### src/sv/rsqm_pkg.sv
package rsqm_pkg;

  typedef enum logic [1:0] {
    OP_RX     = 2'd0,
    OP_GAP    = 2'd1,
    OP_STATUS = 2'd2,
    OP_TICK   = 2'd3
  } op_t;

  typedef enum logic [1:0] {
    EV_QUALITY = 2'd0,
    EV_LOSS    = 2'd1,
    EV_JITTER  = 2'd2
  } ev_kind_t;

  typedef enum logic [3:0] {
    ST_IDLE, ST_SCAN, ST_M5_GO, ST_LVL, ST_LM_GO, ST_LM_WAIT,
    ST_LD_GO, ST_LD_WAIT, ST_JM_GO, ST_JM_WAIT, ST_EMIT
  } bst_t;

  typedef struct packed {
    op_t                op;
    logic [31:0]        ssrc;
    logic signed [15:0] jitter;
    logic [15:0]        gap;
    logic [15:0]        seq;
    logic [2:0]         status;
  } item_t;

  localparam logic [1:0]  CFG_JIT_THR  = 2'd0;
  localparam logic [1:0]  CFG_JIT_PER  = 2'd1;
  localparam logic [1:0]  CFG_LOSS_THR = 2'd2;
  localparam logic [1:0]  CFG_LOSS_PER = 2'd3;

  localparam int          DIV_NW         = 48;
  localparam int          DIV_DW         = 33;
  localparam int          SEQ_LIST_LIMIT = 500;
  localparam logic [31:0] INACT_TICK     = 32'd5;
  localparam logic [2:0]  QUALITY_PERIOD = 3'd5;
  localparam logic [2:0]  LEVEL_UNSET    = 3'd7;
  localparam logic [22:0] JITTER_MAX     = 23'h7FFFFF;
  localparam logic [14:0] LOSS_SCALE     = 15'd25600;
  localparam logic [2:0]  FST_OTHER      = 3'd4;

endpackage

### src/sv/rsqm_front.sv
module rsqm_front (
  input  logic           clk,
  input  logic           rst_n,
  input  logic           in_valid,
  output logic           in_stall,
  input  logic [1:0]     in_opcode,
  input  logic [31:0]    in_packet_ssrc,
  input  logic signed [15:0] in_packet_jitter,
  input  logic [15:0]    in_gap_count,
  input  logic [15:0]    in_seq_number,
  input  logic [2:0]     in_frame_status,
  output logic           itm_valid,
  input  logic           itm_pop,
  output rsqm_pkg::item_t itm
);
  import rsqm_pkg::*;

  item_t      q_r [2];
  logic       wp_r, rp_r;
  logic [1:0] cnt_r;
  logic       push;

  assign in_stall  = (cnt_r == 2'd2);
  assign push      = in_valid && !in_stall;
  assign itm_valid = (cnt_r != 2'd0);
  assign itm       = q_r[rp_r];

  always_ff @(posedge clk) begin
    if (push) begin
      q_r[wp_r].op     <= op_t'(in_opcode);
      q_r[wp_r].ssrc   <= in_packet_ssrc;
      q_r[wp_r].jitter <= in_packet_jitter;
      q_r[wp_r].gap    <= in_gap_count;
      q_r[wp_r].seq    <= in_seq_number;
      q_r[wp_r].status <= in_frame_status;
    end
  end

  always_ff @(posedge clk) begin
    if (!rst_n) begin
      wp_r  <= 1'b0;
      rp_r  <= 1'b0;
      cnt_r <= 2'd0;
    end else begin
      if (push) wp_r <= ~wp_r;
      if (itm_pop) rp_r <= ~rp_r;
      cnt_r <= cnt_r + {1'b0, push} - {1'b0, itm_pop};
    end
  end

endmodule

### config.mk
export PLATFORM = sky130hd
export DESIGN_NAME = rsqm_front
export DESIGN_NICKNAME = d
export VERILOG_FILES = /design/src/sv/rsqm_pkg.sv /design/src/sv/rsqm_front.sv
export SDC_FILE = /design/constraint.sdc
export NUM_CORES = 1
export LEC_CHECK = 0
export BUFFER_PORTS_ARGS = -buffer_cell sky130_fd_sc_hd__buf_2
export CAP_MARGIN = 25
export CELL_PAD_IN_SITES_DETAIL_PLACEMENT = 1
export CELL_PAD_IN_SITES_GLOBAL_PLACEMENT = 1
export CORE_MARGIN = 4
export CORE_UTILIZATION = 47
export CTS_CLUSTER_DIAMETER = 200
export DETAILED_ROUTE_END_ITERATION = 10
export PLACE_DENSITY = 0.89
export SETUP_SLACK_MARGIN = 0.4
export SYNTH_ARGS = -nofsm -noshare
export SYNTH_HDL_FRONTEND = slang
export SYNTH_SLANG_ARGS = --single-unit
export TNS_END_PERCENT = 20
### constraint.sdc
create_clock -name clk -period 12.25 [get_ports clk]
set_input_delay 0.6125 -clock clk [delete_from_list [all_inputs] [get_ports clk]]
set_output_delay 0.6125 -clock clk [all_outputs]
set_load 0.01 [all_outputs]
---- Word level (Yosys, flattened, before mapping) ----
Memories as Yosys holds them, arrays and structs flattened. A register that Yosys moved wholly into a read port is not among the register bits.
Cells that the tools add are included.
word-level totals
  register bits after elaboration ......... 4
  bits in writable memories ............... 170
  latch bits .............................. 0
  input bits .............................. 89
  bits in read-only memories .............. 0
  memories ................................ 1
memory list
  memory  words  bits a word  rd ports  clocked after Yosys merged registers in  write ports  line              source
  q_r     2      85           1         1                                        1            rsqm_front.sv:18  item_t q_r [2];
operators by class
  order comparisons ....................... 0
  reduce and logical (&&, ||, !) cells .... 3
  shift-type cells ........................ 0
  mux-type cells .......................... 4
  bitwise operators ....................... 2
  $mul .................................... 0
  add/subtract/negate cells ............... 2
  equality and inequality tests ........... 1
  divide/modulo/power cells ............... 0
operators by type and width
  kind                                         count
  1-bit two-way mux                            4
  2-bit by 1-bit adder with 2-bit output       1
  2-bit == test, second input constant         1
  1-bit NOT                                    2
  2-bit nonzero test                           1
  2-bit by 1-bit subtractor with 2-bit output  1
  1-bit logical AND                            1
  1-bit zero test                              1

---- Depth between registers and ports, before layout ----
  word-level depth ........................ 5
  mapped depth ............................ 8
  depth with buffers taken out ............ 8

---- Worst setup path after synthesis ----
Ideal clock, no wire load.
  path type ............................... input to register
  start point ............................. in in_valid
  end point ............................... mem q_r[0][0] (netlist bit), enable pin
  setup slack ............................. 7.472 ns
  arrival time ............................ 4.249 ns
  path buffers ............................ 0
  stages .................................. 2
  cells stage by stage .................... nand2_1 nor2_1
on the way
  cells in the longest elaborated chain, start to end .. 3
RTL lines
  item                                     line              source
  start, declared                          rsqm_front.sv:4   input logic in_valid,
  1-bit logical AND                        rsqm_front.sv:24  assign push = in_valid && !in_stall;
  1-bit two-way mux                        rsqm_front.sv:29  if (push) begin
  1-bit two-way mux (implied by the code)  rsqm_front.sv:35  q_r[wp_r].status <= in_frame_status;
  end, declared                            rsqm_front.sv:18
No other way between the ends.

==> results.py <==
metrics = {
    "outcome": {
        "status": "completed",
    },
    "global_routing": {
        "grt_start_max_net_pins": 57,
        "grt_first_pass_wirelength_mm": 20.5,
        "overflow": 0,
        "grt_pass1_vias": 3668,
        "antenna_found_initial": 1,
        "grtUsageTotal_pct": 17.3,
    },
    "finish": {
        "final_layout_size_suffix_gt1_share_pct": 50.3,
        "final_core_util_pct": 61.3,
        "fin_nets": 569,
        "area_delta_synth_final_pct": 27.4,
        "finalNonFillerCells": 668,
    },
    "yosys": {
        "synth_nets": 380,
        "avgSynthCellArea_um2": 22.0,
        "synth_top_family_by_area": "multiplexers",
        "syn-cell-area_um2": 6370,
        "synth_mux_area_share_pct": 15.2,
        "ys_warn_count": 0,
        "yosysUniqueCellTypes": 18,
        "yosys.area_share.adder_pct": 0.393,
        "synth_simple_gate_area_share_pct": 0.845,
        "ys_seq_elements": 175,
        "yosys.area.top_type": "edfxtp_1",
        "synthXorXnorAreaFrac_pct": 0.413,
        "seq_area_frac_synth_pct": 81.7,
        "synth_compound_area_share_pct": 0,
        "synth.area.top_cells": "edfxtp_1 80%, mux2_1 8.8%, mux2_2 6.2%, dfxtp_1 1.6%, buf_6 0.88%",
        "synthCells": 289,
        "synth_top_area_share_pct": 80.2,
    },
    "placement": {
        "hpwlAfterDp_mm": 8.94,
        "dpl.cell_count": 635,
        "portBuffers": 175,
        "dp_slack_ns": 9.92,
        "gp_congestion": 0.728,
    },
    "power_and_ir_drop": {
        "pwr-share-seq_pct": 49.2,
        "irDropWorstVdd_mv": 0.102,
        "clkPwrFrac_pct": 35.4,
        "intPower_w": 0.00122,
        "p_leak_nw": 3.08,
        "combPwrFrac_pct": 15.4,
        "switchingPower_w": 0.000376,
        "power_density_nw_per_um2": 197,
        "switching_share_pct": 23.6,
    },
    "clocking": {
        "cts_max_path_buffers": 2,
        "ctsHtreeMaxLevel": 4,
        "insertion_delay_ns": 0.42,
        "cts_tree": "done",
        "clock_sinks": 175,
        "cts_setup_buffers": 0,
        "postCtsHoldBufs": 0,
        "cts_buffers": 17,
        "cts_root_buf": "clkbuf_16",
        "path_clk_slew_ns": 0.06,
        "cts_resized": 0,
    },
    "timing": {
        "clock_skew_ns": 0.00949,
        "hold_violations": 0,
        "finalSetupTns_ns": 0,
        "setup_slack_ns": 9.67,
        "rsz0062_at_grt": "false",
        "fmax_ghz": 0.387,
        "period_share_pct": 21.1,
        "finalSetupViolCount": 0,
        "fin_crit_ns": 2.58,
        "final_max_slew_viol_count": 0,
        "slew_headroom_pct": 58.4,
        "tightest_slew_ns": 0.624,
    },
    "critical_path": {
        "reg2reg_from": "cnt_r[0]$_SDFF_PN0_",
        "cp-end-kind": "primary output",
        "crit_type": "flip-flop to primary output",
        "critPathArrivalTime_ns": 1.97,
        "rr_endpoint": "q_r[0][71]$_DFFE_PP_",
        "reg2reg_depth": 4,
        "cp-start-kind": "flip-flop",
        "timing.critical_path.to": "itm[24]",
        "reg2reg_slack_ns": 10.13,
        "cp_max_fo": 56,
        "cp.required_ns": 11.64,
    },
    "die": {
        "ios": 176,
        "core-area_um2": 13200,
        "die_area_um2": 15500,
        "die_h_um": 124,
        "core.rowCount": 42,
        "initial_core_util_pct": 48.1,
        "die_x_um": 124,
    },
    "detailed_routing": {
        "wl_mm": 13.1,
        "routedWlPerCell_um": 19.6,
        "drc_errors": 0,
        "ant_nets": 0,
        "via_per_inst": 4.85,
        "vias": 3239,
        "drt_iter0_markers": 140,
        "drt-pass1-iter-count": 4,
    },
    "worst_hold_path": {
        "hp-class": "primary input to flip-flop",
    },
    "job": {
        "cap_violations": 0,
    },
}
[cells in the final DEF, fill, tap and decap left out, types with 3 or more instances in the layout]
| master | synthesis | final |
|---|---|---|
| buf_2 | 3 | 175 |
| bufinv_16 | 0 | 5 |
| clkbuf_16 | 0 | 17 |
| clkinv_2 | 0 | 6 |
| dfxtp_1 | 5 | 4 |
| edfxtp_1 | 170 | 170 |
| inv_1 | 3 | 3 |
| mux2_1 | 50 | 50 |
| mux2_2 | 35 | 35 |
| nor2_1 | 4 | 3 |
[metal layers]
metal / GRT usage (%) / share of wire, %
met1: 20.3 / 40
met2: 30.1 / 53
met3: 5.23 / 5.7
met4: 6.58 / 1.7
met5: 0 / 0
[how the worst min path moves through the flow]
stage / slack (ns) / cells after the start / to / from
final: 0.38 / 1 / q_r[1][13]$_DFFE_PP_ / in_seq_number[10]
after CTS: 0.37 / 1 / q_r[1][74]$_DFFE_PP_ / in_packet_ssrc[23]
after detailed placement: 0.51 / 2 / flip-flop / rp_r$_SDFFE_PN0P_
after global routing: 0.36 / 1 / q_r[0][23]$_DFFE_PP_ / in_gap_count[4]
after global placement: 0.49 / 2 / flip-flop / rp_r$_SDFFE_PN0P_
after floorplan: 0.45 / 2 / wp_r$_SDFFE_PN0P_ / wp_r$_SDFFE_PN0P_
[sequential cells by signal (all words and copies together) (netlist names), named ones only]
register / cells
rp_r: 1
q_r: 170
cnt_r: 2
wp_r: 1
[worst max-delay path, stage by stage, from the launching register on]
cell     delay [ns]
dfxtp_4        0.63
buf_16         0.33
mux2_2         0.39
buf_2          0.15
[stage by stage]
step | area, um^2 | power [W] | hold slack, ns
floorplan | 6370 | 0.000933 | 0.455
global placement | 7410 | 0.00102 | 0.493
detailed placement | 7480 | 0.00105 | 0.514
CTS | 8110 | 0.00162 | 0.367
global route | 8110 | 0.00167 | 0.361
finish | 8110 | 0.00160 | 0.381
[power groups by stage]
| stage | Combinational, W | Sequential (W) | Clock [W] |
|---|---|---|---|
| CTS | 0.000253 | 0.000786 | 0.000576 |
| detailed placement | 0.000251 | 0.000798 | 0 |
| floorplan | 0.000140 | 0.000794 | 0 |
| global route | 0.000269 | 0.000792 | 0.000608 |
| finish | 0.000246 | 0.000785 | 0.000565 |
| global placement | 0.000223 | 0.000798 | 0 |
[kinds of logic after synthesis]
kind of cell,Yosys count
buffers and inverters,12
flip-flops,175
adder cells (fa/ha/maj),2
multiplexers,86
XOR/XNOR,3
AND/OR/NAND/NOR,11
[layout make-up]
| cell class | instances | area (um^2) |
|---|---|---|
| diodes | 1 | 2.50 |
| multi-input cells | 102 | 1080 |
| inverters | 3 | 11.3 |
| clock buffers | 18 | 429 |
| clock inverters | 14 | 196 |
| repair buffers | 179 | 958 |
| fillers | 1216 | 5130 |
| flip-flops and latches | 175 | 5210 |
| well taps | 176 | 220 |
[cell usage after synthesis]
library cell and instances:
and3_1 1, dfxtp_1 5, edfxtp_1 170, nor2_1 4
or2_2 1, mux2_1 50, buf_2 3, ha_1 2
nand2b_1 2, nand2_1 2, buf_4 1, mux2_2 35
xnor2_1 2, mux2i_1 1, buf_6 5, inv_1 3
xor2_1 1, and2_1 1
(Power assumes the default switching activity.)
